**src/hdl/toe_pkg.sv**
```systemverilog
`default_nettype none
package toe_pkg;
  localparam int MaxNodes = 64;
  localparam int MaxEdges = 256;
  localparam int NodeW = $clog2(MaxNodes);
  localparam int EdgeW = $clog2(MaxEdges);
  localparam int HeldW = EdgeW + 1;
  localparam int CountW = NodeW + 1;
  localparam int DegW = HeldW;

  localparam logic ActAdd = 1'b0;
  localparam logic ActRun = 1'b1;

  // One result word as handed from the sequencer to the output register.
  typedef struct packed {
    logic             last;
    logic             fallback;
    logic [NodeW-1:0] position;
    logic [NodeW-1:0] node;
  } toe_result_t;
endpackage
`default_nettype wire

```
**src/hdl/toe_edge_store.sv**
```systemverilog
`default_nettype none
module toe_edge_store (
  input  wire logic                      clk,
  input  wire logic                      wr_en,
  input  wire logic [toe_pkg::EdgeW-1:0] wr_addr,
  input  wire logic [toe_pkg::NodeW-1:0] wr_source,
  input  wire logic [toe_pkg::NodeW-1:0] wr_target,
  input  wire logic [toe_pkg::EdgeW-1:0] rd_addr,
  output logic      [toe_pkg::NodeW-1:0] rd_source,
  output logic      [toe_pkg::NodeW-1:0] rd_target
);
  import toe_pkg::*;

  logic [2*NodeW-1:0] mem [MaxEdges];

  always_ff @(posedge clk) begin
    if (wr_en) begin
      mem[wr_addr] <= {wr_source, wr_target};
    end
    {rd_source, rd_target} <= mem[rd_addr];
  end
endmodule
`default_nettype wire

```
**src/hdl/toe_node_ram.sv**
```systemverilog
`default_nettype none
module toe_node_ram #(
  parameter int Width = 8
) (
  input  wire logic                      clk,
  input  wire logic                      wr_en,
  input  wire logic [toe_pkg::NodeW-1:0] wr_addr,
  input  wire logic [Width-1:0]          wr_data,
  input  wire logic [toe_pkg::NodeW-1:0] rd_addr,
  output logic      [Width-1:0]          rd_data
);
  import toe_pkg::*;

  logic [Width-1:0] mem [MaxNodes];

  always_ff @(posedge clk) begin
    if (wr_en) begin
      mem[wr_addr] <= wr_data;
    end
    rd_data <= mem[rd_addr];
  end
endmodule
`default_nettype wire

```
**src/hdl/toe_sequencer.sv**
```systemverilog
`default_nettype none
module toe_sequencer (
  input  wire logic                       clk,
  input  wire logic                       rst,
  input  wire logic                       start,
  input  wire logic [toe_pkg::CountW-1:0] n,
  input  wire logic [toe_pkg::HeldW-1:0]  held,
  output logic                            busy,
  output logic                            done,
  output logic      [toe_pkg::EdgeW-1:0]  edge_addr,
  input  wire logic [toe_pkg::NodeW-1:0]  edge_source,
  input  wire logic [toe_pkg::NodeW-1:0]  edge_target,
  output logic                            res_valid,
  input  wire logic                       res_ready,
  output toe_pkg::toe_result_t            res
);
  import toe_pkg::*;

  typedef enum logic [3:0] {
    S_IDLE, S_CLR, S_CNT_RD, S_CNT_WT, S_CNT_UPD, S_SEED, S_SEED_UPD,
    S_POP, S_POP_WT, S_WALK_RD, S_WALK_WT, S_WALK_UPD, S_EMIT_RD, S_EMIT_WT, S_EMIT
  } state_t;

  state_t state;
  logic [CountW-1:0] idx;       // node counter
  logic [HeldW-1:0]  eidx;      // edge counter
  logic [CountW-1:0] depth;
  logic [CountW-1:0] placed;
  logic [NodeW-1:0]  cur;
  logic              fallback;
  logic [NodeW-1:0]  es, et;

  // Shared node-indexed RAMs.
  logic              deg_we, stk_we, ord_we;
  logic [NodeW-1:0]  deg_wa, deg_ra, stk_wa, stk_ra, ord_wa, ord_ra;
  logic [DegW-1:0]   deg_wd, deg_rd;
  logic [NodeW-1:0]  stk_wd, stk_rd, ord_wd, ord_rd;

  toe_node_ram #(.Width(DegW)) u_deg (
    .clk, .wr_en(deg_we), .wr_addr(deg_wa), .wr_data(deg_wd),
    .rd_addr(deg_ra), .rd_data(deg_rd)
  );
  toe_node_ram #(.Width(NodeW)) u_stk (
    .clk, .wr_en(stk_we), .wr_addr(stk_wa), .wr_data(stk_wd),
    .rd_addr(stk_ra), .rd_data(stk_rd)
  );
  toe_node_ram #(.Width(NodeW)) u_ord (
    .clk, .wr_en(ord_we), .wr_addr(ord_wa), .wr_data(ord_wd),
    .rd_addr(ord_ra), .rd_data(ord_rd)
  );

  logic edge_ok;
  assign edge_ok = ({1'b0, es} < n) && ({1'b0, et} < n);
  assign busy = (state != S_IDLE);
  assign edge_addr = eidx[EdgeW-1:0];

  always_comb begin
    deg_we = 1'b0; deg_wa = idx[NodeW-1:0]; deg_wd = '0; deg_ra = et;
    stk_we = 1'b0; stk_wa = depth[NodeW-1:0]; stk_wd = idx[NodeW-1:0];
    stk_ra = depth[NodeW-1:0] - NodeW'(1);
    ord_we = 1'b0; ord_wa = placed[NodeW-1:0]; ord_wd = stk_rd;
    ord_ra = idx[NodeW-1:0];
    case (state)
      S_CLR: begin
        deg_we = 1'b1;
      end
      S_CNT_WT, S_WALK_WT: begin
        deg_ra = edge_target;
      end
      S_CNT_UPD: begin
        deg_we = edge_ok; deg_wa = et; deg_wd = deg_rd + DegW'(1);
      end
      S_SEED: begin
        deg_ra = idx[NodeW-1:0];
      end
      S_SEED_UPD: begin
        stk_we = (deg_rd == '0) && (depth < CountW'(MaxNodes));
      end
      S_POP_WT: begin
        ord_we = (placed < CountW'(MaxNodes));
      end
      S_WALK_UPD: begin
        deg_we = edge_ok && (es == cur) && (deg_rd != '0);
        deg_wa = et; deg_wd = deg_rd - DegW'(1);
        stk_we = deg_we && (deg_wd == '0) && (depth < CountW'(MaxNodes));
        stk_wd = et;
      end
      default: ;
    endcase
  end

  always_ff @(posedge clk) begin
    if (rst) begin
      state <= S_IDLE;
      done <= 1'b0;
      res_valid <= 1'b0;
    end else begin
      done <= 1'b0;
      if (res_valid && res_ready) begin
        res_valid <= 1'b0;
      end
      case (state)
        S_IDLE: begin
          if (start) begin
            idx <= '0;
            eidx <= '0;
            depth <= '0;
            placed <= '0;
            state <= (n == '0) ? S_IDLE : S_CLR;
            done <= (n == '0);
          end
        end
        S_CLR: begin
          idx <= idx + CountW'(1);
          if (idx + CountW'(1) == n) begin
            state <= (held == '0) ? S_SEED : S_CNT_RD;
            idx <= '0;
          end
        end
        S_CNT_RD: state <= S_CNT_WT;
        S_CNT_WT: begin
          es <= edge_source; et <= edge_target;
          state <= S_CNT_UPD;
        end
        S_CNT_UPD: begin
          // The degree read was issued from the store output in S_CNT_WT.
          state <= S_CNT_RD;
          eidx <= eidx + HeldW'(1);
          if (eidx + HeldW'(1) == held) begin
            state <= S_SEED;
            idx <= '0;
          end
        end
        S_SEED: state <= S_SEED_UPD;
        S_SEED_UPD: begin
          if ((deg_rd == '0) && (depth < CountW'(MaxNodes))) begin
            depth <= depth + CountW'(1);
          end
          idx <= idx + CountW'(1);
          state <= (idx + CountW'(1) == n) ? S_POP : S_SEED;
        end
        S_POP: begin
          if (depth == '0) begin
            fallback <= (placed != n);
            idx <= '0;
            state <= S_EMIT_RD;
          end else begin
            depth <= depth - CountW'(1);
            state <= S_POP_WT;
          end
        end
        S_POP_WT: begin
          cur <= stk_rd;
          if (placed < CountW'(MaxNodes)) begin
            placed <= placed + CountW'(1);
          end
          eidx <= '0;
          state <= (held == '0) ? S_POP : S_WALK_RD;
        end
        S_WALK_RD: state <= S_WALK_WT;
        S_WALK_WT: begin
          es <= edge_source; et <= edge_target;
          state <= S_WALK_UPD;
        end
        S_WALK_UPD: begin
          if (stk_we) begin
            depth <= depth + CountW'(1);
          end
          eidx <= eidx + HeldW'(1);
          state <= (eidx + HeldW'(1) == held) ? S_POP : S_WALK_RD;
        end
        S_EMIT_RD: state <= S_EMIT_WT;
        S_EMIT_WT: begin
          if (!res_valid || res_ready) begin
            res.node <= fallback ? idx[NodeW-1:0] : ord_rd;
            res.position <= idx[NodeW-1:0];
            res.fallback <= fallback;
            res.last <= (idx + CountW'(1) == n);
            res_valid <= 1'b1;
            state <= S_EMIT;
          end
        end
        S_EMIT: begin
          idx <= idx + CountW'(1);
          if (idx + CountW'(1) == n) begin
            state <= S_IDLE;
            done <= 1'b1;
          end else begin
            state <= S_EMIT_RD;
          end
        end
        default: state <= S_IDLE;
      endcase
    end
  end
endmodule
`default_nettype wire

```
**src/hdl/topological_order_engine.sv**
```systemverilog
// Channel   Dir  Handshake                Contents
// s_axis    in   s_axis_tvalid/tready     one edge, or a run request (tuser)
// m_axis    out  m_axis_tvalid/tready     one node of the order per word
// cfg       in   cfg_valid/cfg_ready      node_count register
//
// Edge loads are accepted back to back while the engine is idle. A run walks
// the edge store once to count in-degrees, then once per popped node, each
// edge visit going through the registered store read; each output word goes
// through its own read, wait and emit states plus any wait on m_axis_tready.
// The input and the configuration channel are not ready during a run, and the
// input stays not ready while the done pulse clears the edge count.
// Output words are held by the output register while m_axis_tready is low.
// rst is synchronous and active high; it empties the edge store.
`default_nettype none
module topological_order_engine (
  input  wire logic        clk,
  input  wire logic        rst,
  input  wire logic        s_axis_tvalid,
  output logic             s_axis_tready,
  input  wire logic [15:0] s_axis_tdata,   // edge_source[6:0], edge_target[13:7]
  input  wire logic        s_axis_tuser,   // action
  output logic             m_axis_tvalid,
  input  wire logic        m_axis_tready,
  output logic      [15:0] m_axis_tdata,   // node_index[5:0], order_position[11:6],
                                           // cycle_fallback[12]
  output logic             m_axis_tlast,   // last
  input  wire logic        cfg_valid,
  output logic             cfg_ready,
  input  wire logic [7:0]  cfg_data        // node_count[6:0]
);
  import toe_pkg::*;

  logic [6:0]        node_count;
  logic [CountW-1:0] n;
  logic [HeldW-1:0]  edges_held;
  logic              busy, done, start;
  logic [EdgeW-1:0]  rd_addr;
  logic [NodeW-1:0]  rd_source, rd_target;
  logic [6:0]        in_src, in_tgt;
  logic              add_ok;
  toe_result_t       res;

  // Node counts above capacity behave as full capacity.
  assign n = (node_count > 7'(MaxNodes)) ? CountW'(MaxNodes) : CountW'(node_count);
  assign cfg_ready = !busy;
  assign s_axis_tready = !busy && !done;
  assign in_src = s_axis_tdata[6:0];
  assign in_tgt = s_axis_tdata[13:7];
  assign start = s_axis_tvalid && s_axis_tready && (s_axis_tuser == ActRun);
  assign add_ok = s_axis_tvalid && s_axis_tready && (s_axis_tuser == ActAdd)
                  && ({1'b0, in_src} < 8'(n)) && ({1'b0, in_tgt} < 8'(n))
                  && (edges_held < HeldW'(MaxEdges));

  always_ff @(posedge clk) begin
    if (rst) begin
      node_count <= '0;
      edges_held <= '0;
    end else begin
      if (cfg_valid && cfg_ready) begin
        node_count <= cfg_data[6:0];
      end
      if (add_ok) begin
        edges_held <= edges_held + HeldW'(1);
      end else if (done) begin
        edges_held <= '0;
      end
    end
  end

  toe_edge_store u_store (
    .clk, .wr_en(add_ok), .wr_addr(edges_held[EdgeW-1:0]),
    .wr_source(in_src[NodeW-1:0]), .wr_target(in_tgt[NodeW-1:0]),
    .rd_addr, .rd_source, .rd_target
  );

  toe_sequencer u_seq (
    .clk, .rst, .start, .n, .held(edges_held), .busy, .done,
    .edge_addr(rd_addr), .edge_source(rd_source), .edge_target(rd_target),
    .res_valid(m_axis_tvalid), .res_ready(m_axis_tready), .res
  );

  assign m_axis_tdata = {3'b000, res.fallback, res.position, res.node};
  assign m_axis_tlast = res.last;
endmodule
`default_nettype wire

```
**config.mk**
```make
export PLATFORM = sky130hd
export DESIGN_NAME = topological_order_engine
export DESIGN_NICKNAME = d
export VERILOG_FILES = /design/src/hdl/toe_pkg.sv /design/src/hdl/toe_edge_store.sv /design/src/hdl/toe_node_ram.sv /design/src/hdl/toe_sequencer.sv /design/src/hdl/topological_order_engine.sv
export SDC_FILE = /design/constraint.sdc
export NUM_CORES = 2
export LEC_CHECK = 0
export BUFFER_PORTS_ARGS = -buffer_cell sky130_fd_sc_hd__buf_4
export CAP_MARGIN = 20
export CORE_MARGIN = 2
export CORE_UTILIZATION = 60
export CTS_CLUSTER_SIZE = 20
export DETAILED_ROUTE_END_ITERATION = 8
export PLACE_DENSITY = 0.76
export SLEW_MARGIN = 30
export SYNTH_ARGS = -nofsm -noshare
export SYNTH_HDL_FRONTEND = slang
export SYNTH_MEMORY_MAX_BITS = 65536
export SYNTH_SLANG_ARGS = --single-unit
```
**constraint.sdc**
```tcl
create_clock -name clk -period 5.1 [get_ports clk]
set_input_delay 0.255 -clock clk [delete_from_list [all_inputs] [get_ports clk]]
set_output_delay 0.255 -clock clk [all_outputs]
set_load 0.005 [all_outputs]
```
==> results by group <==
CTS
  • CTS buffer count: 434
  • Post-CTS Setup Bufs: 0
  • CTS tree: built
  • CTS Sinks: 4534
  • H-Tree Depth: 5
  • CTS clk-pin slew, worst paths: 0.06 ns
  • CTS root buffer: clkbuf_16
  • Worst-Skew Late Latency: 0.98 ns
  • Clock tree buffer depth: 4

Setup path
  • R2R cell count: 11
  • Crit-path max FO: 14
  • Critical Path RT: 5.78 ns
  • Crit start category: flop
  • RR Startpoint: node_count[6]$_SDFFE_PP0P_
  • Arr. time, crit path: 5.18 ns
  • FF-to-FF End: u_store.mem[133][3]$_DFFE_PP_
  • Worst reg-to-reg setup slack: 0.59 ns
  • Critical path endpoint category: flop
  • Critical path class: reg -> reg

Route
  • Post-route ant nets: 0
  • Residual DRC: 0
  • Via/cell ratio: 6.72
  • Drt total wl: 429000 µm
  • Drt pass-1 iters: 7
  • DR WL/cell: 31.8 µm
  • Total vias in the final route: 90800
  • Drt initial violations: 13100

Global route
  • Largest net degree at the start of global routing: 209
  • Vias in the first global route: 91100
  • Global-route wire length before repair: 626000 µm
  • Tot GR Track Use: 0.286
  • Initial antenna violation count: 10
  • Total grt overflow: 0

Place
  • Detailed placement HPWL: 246000 µm
  • Final GP Congestion: 0.877
  • Pre-CTS WS: 0.777 ns
  • I/O Buffers: 43

Power
  • Pwr dens: 435 nW/µm²
  • P_leak: 63.2 nW
  • Maximum VDD drop: 0.437 mV

Cells and area
  • Layout Nets: 9301
  • Layout cells sized above 1: 0.260
  • Area Overhead vs Synth: 12.8%

STA
  • Final setup vio count: 0
  • Worst slew pin tran: 1.03 ns
  • Final Hold Vio Count: 0
  • Slew Viols, Final: 0
  • Rel. slew slack: 0.313
  • Final Cycle Share: 0.884
  • RSZ-0062 raised after global routing: false
  • Fin Clk Skew: 0.0566 ns
  • Final min period: 4.51 ns
  • Fmax: 0.222 GHz
  • Total negative setup slack: 0 ns
  • Final setup margin: 0.594 ns

Yosys
  • Main flop type after synthesis: edfxtp_1
  • Sequential share of the synthesized area: 0.764
  • Mean Syn Cell Area: 20.4 µm²
  • Post-synthesis cell count: 8715
  • Mapped Area: 177000 µm²
  • Top cell type by total area after synthesis: edfxtp_1
  • Flops & latches, synth: 4534
  • Yosys cell types: 72
  • Synth warn: 0
  • Synth top area share: 0.758
  • EDFF count, synth: 4479
  • Async set-reset flop share out of synthesis: 0
  • Top post-synthesis cells by area: edfxtp_1 76%, mux4_2 14%, nand2_1 1.4%

Floorplan
  • Starting Density: 0.604
  • Die W: 548 µm
  • Die area: 300000 µm²
  • Io pins: 50
  • Die height: 548 µm
  • Core area: 294000 µm²
  • Cell Rows: 199

Status
  • Status: finished, final reports clean

Worst hold path
  • Hold Startpoint: s_axis_tdata[13]
  • HP Class: in -> reg
  • Worst hold stages: 6
  • WHS Endpoint: edges_held[1]$_SDFFE_PP0P_

Flow run
  • # Max-Cap Violations: 0
-- worst max-delay path, stage by stage, from the launching register on --
cell	delay, ns
dfxtp_1	0.34
clkinv_1	0.29
ha_1	0.32
or4b_2	0.61
nor4_1	0.34
o211ai_1	0.18
a21oi_2	0.32
and2_1	0.47
nand3b_1	0.28
buf_12	0.27
nor2_1	0.50
buf_4	0.29
-- area by class of cell --
type | instances | area (µm²)
diodes | 4 | 10.0
multi-input cells | 3637 | 40000
flip-flops and latches | 4534 | 136000
inverters | 18 | 67.6
repair buffers | 606 | 5320
clock buffers | 525 | 11300
fillers | 17300 | 93900
clock inverters | 270 | 2890
well taps | 3919 | 4900
-- timing repair --
item	CTS	global route
endpoints found under the hold margin	587	0
resized for setup	0	0
hold buffers	37	0
-- worst max-delay path by stage --
stage / start / endpoint / slack, ns / cells after the start
6_report: node_count[6]$_SDFFE_PP0P_ / u_store.mem[133][3]$_DFFE_PP_ / 0.59 / 11
5_1_grt: node_count[6]$_SDFFE_PP0P_ / u_store.mem[133][3]$_DFFE_PP_ / 0.48 / 11
4_1_cts: node_count[6]$_SDFFE_PP0P_ / u_store.mem[133][3]$_DFFE_PP_ / 0.77 / 11
3_5_place_dp: node_count[6]$_SDFFE_PP0P_ / u_store.mem[23][3]$_DFFE_PP_ / 0.78 / 11
3_3_place_gp: node_count[6]$_SDFFE_PP0P_ / u_store.mem[21][3]$_DFFE_PP_ / 0.97 / 11
2_1_floorplan: u_seq.state[1]$_SDFFE_PP0P_ / u_seq.u_deg.mem[0][1]$_DFFE_PP_ / 0.57 / 5
-- state kept, by name (all words and copies together), names as in the netlist, 9 cells and up --
signal and count:
u_seq.eidx 9, u_seq.u_stk.mem 384, edges_held 9, u_store.mem 3072, u_seq.u_deg.mem 576, u_seq.u_deg.rd_data 9, u_seq.u_ord.mem 384, u_seq.res 14
-- where the power goes --
| group | switching, mW | internal (mW) |
|---|---|---|
| clock network | 13.9 | 18.3 |
| registers | 0.341 | 42.0 |
| logic | 7.54 | 5.03 |
-- cells by family after synthesis --
logic type                 Yosys count  share of synthesized area
AOI/OAI and AO/OA                  409                     0.0148
xor gates and xnor gates            61                    0.00324
adders and majority gates           40                    0.00286
buffers and inverters              546                     0.0130
DFF                               4534                      0.764
muxes                             1381                      0.158
other                                1                  0.0000211
and+or+nand+nor                   1743                     0.0437
-- metrics by stage --
| step | total power, mW | hold WS [ns] | instances | utilization | cell area [µm²] |
|---|---|---|---|---|---|
| 2_1_floorplan | 50.9 | 0.354 | 8717 | - | 177000 |
| 3_3_place_gp | 55.1 | 0.495 | 12700 | 0.630 | 185000 |
| 3_5_place_dp | 55.4 | 0.500 | 12700 | 0.630 | 185000 |
| 4_1_cts | 87.4 | 0.0931 | 13500 | 0.680 | 200000 |
| 5_1_grt | 89.3 | 0.148 | 13500 | 0.681 | 200000 |
| 6_report | 87.1 | 0.163 | 13500 | 0.681 | 200000 |
-- cell usage after synthesis, drive strengths merged (16+ instances only) --
cell type  number
o22ai          31
nor3          149
a31oi          46
nand3         275
xor2           23
ha             39
inv            17
clkbuf        307
edfxtp       4479
a32oi          37
o221ai         36
a22oi          16
mux2           82
nand2         669
nand2b         18
xnor2          35
nand3b         22
a21oi         120
dfxtp          55
nor2b          24
mux2i         165
o21ai          78
nand4          80
mux4         1134
buf           221
nor2          439
-- routing by layer --
metal  wire length [µm]  vias to the layer above  track usage
met1             156000                    47400        0.394
li1                   -                    36800            -
met2             213000                     5765        0.461
met5                 41                        -            0
met3              41600                      893       0.0507
met4              18800                        6        0.112
-- cell usage in the layout (no fill, tap or decap), drive strengths merged, types with 5 or more instances in the layout --
| master | n |
|---|---|
| dfxtp | 55 |
| or3 | 12 |
| and4 | 11 |
| o22ai | 31 |
| nand3b | 22 |
| nor2b | 24 |
| mux4 | 1134 |
| a22oi | 16 |
| nor2 | 439 |
| nor4 | 6 |
| or3b | 6 |
| mux2i | 165 |
| and3 | 6 |
| clkbuf | 525 |
| a221oi | 5 |
| nand4 | 80 |
| nand3 | 275 |
| xnor2 | 35 |
| xor2 | 23 |
| ha | 39 |
| edfxtp | 4479 |
| a211oi | 9 |
| clkinvlp | 16 |
| clkinv | 186 |
| inv | 39 |
| a31oi | 46 |
| a21o | 13 |
| nor3 | 149 |
| a32oi | 37 |
| and2 | 7 |
| dlygate4sd3 | 37 |
| nand2b | 18 |
| a21oi | 120 |
| nand2 | 669 |
| mux2 | 82 |
| bufinv | 47 |
| o221ai | 36 |
| o21ai | 78 |
| buf | 569 |
No activity file was read; power rests on OpenSTA's default activity.
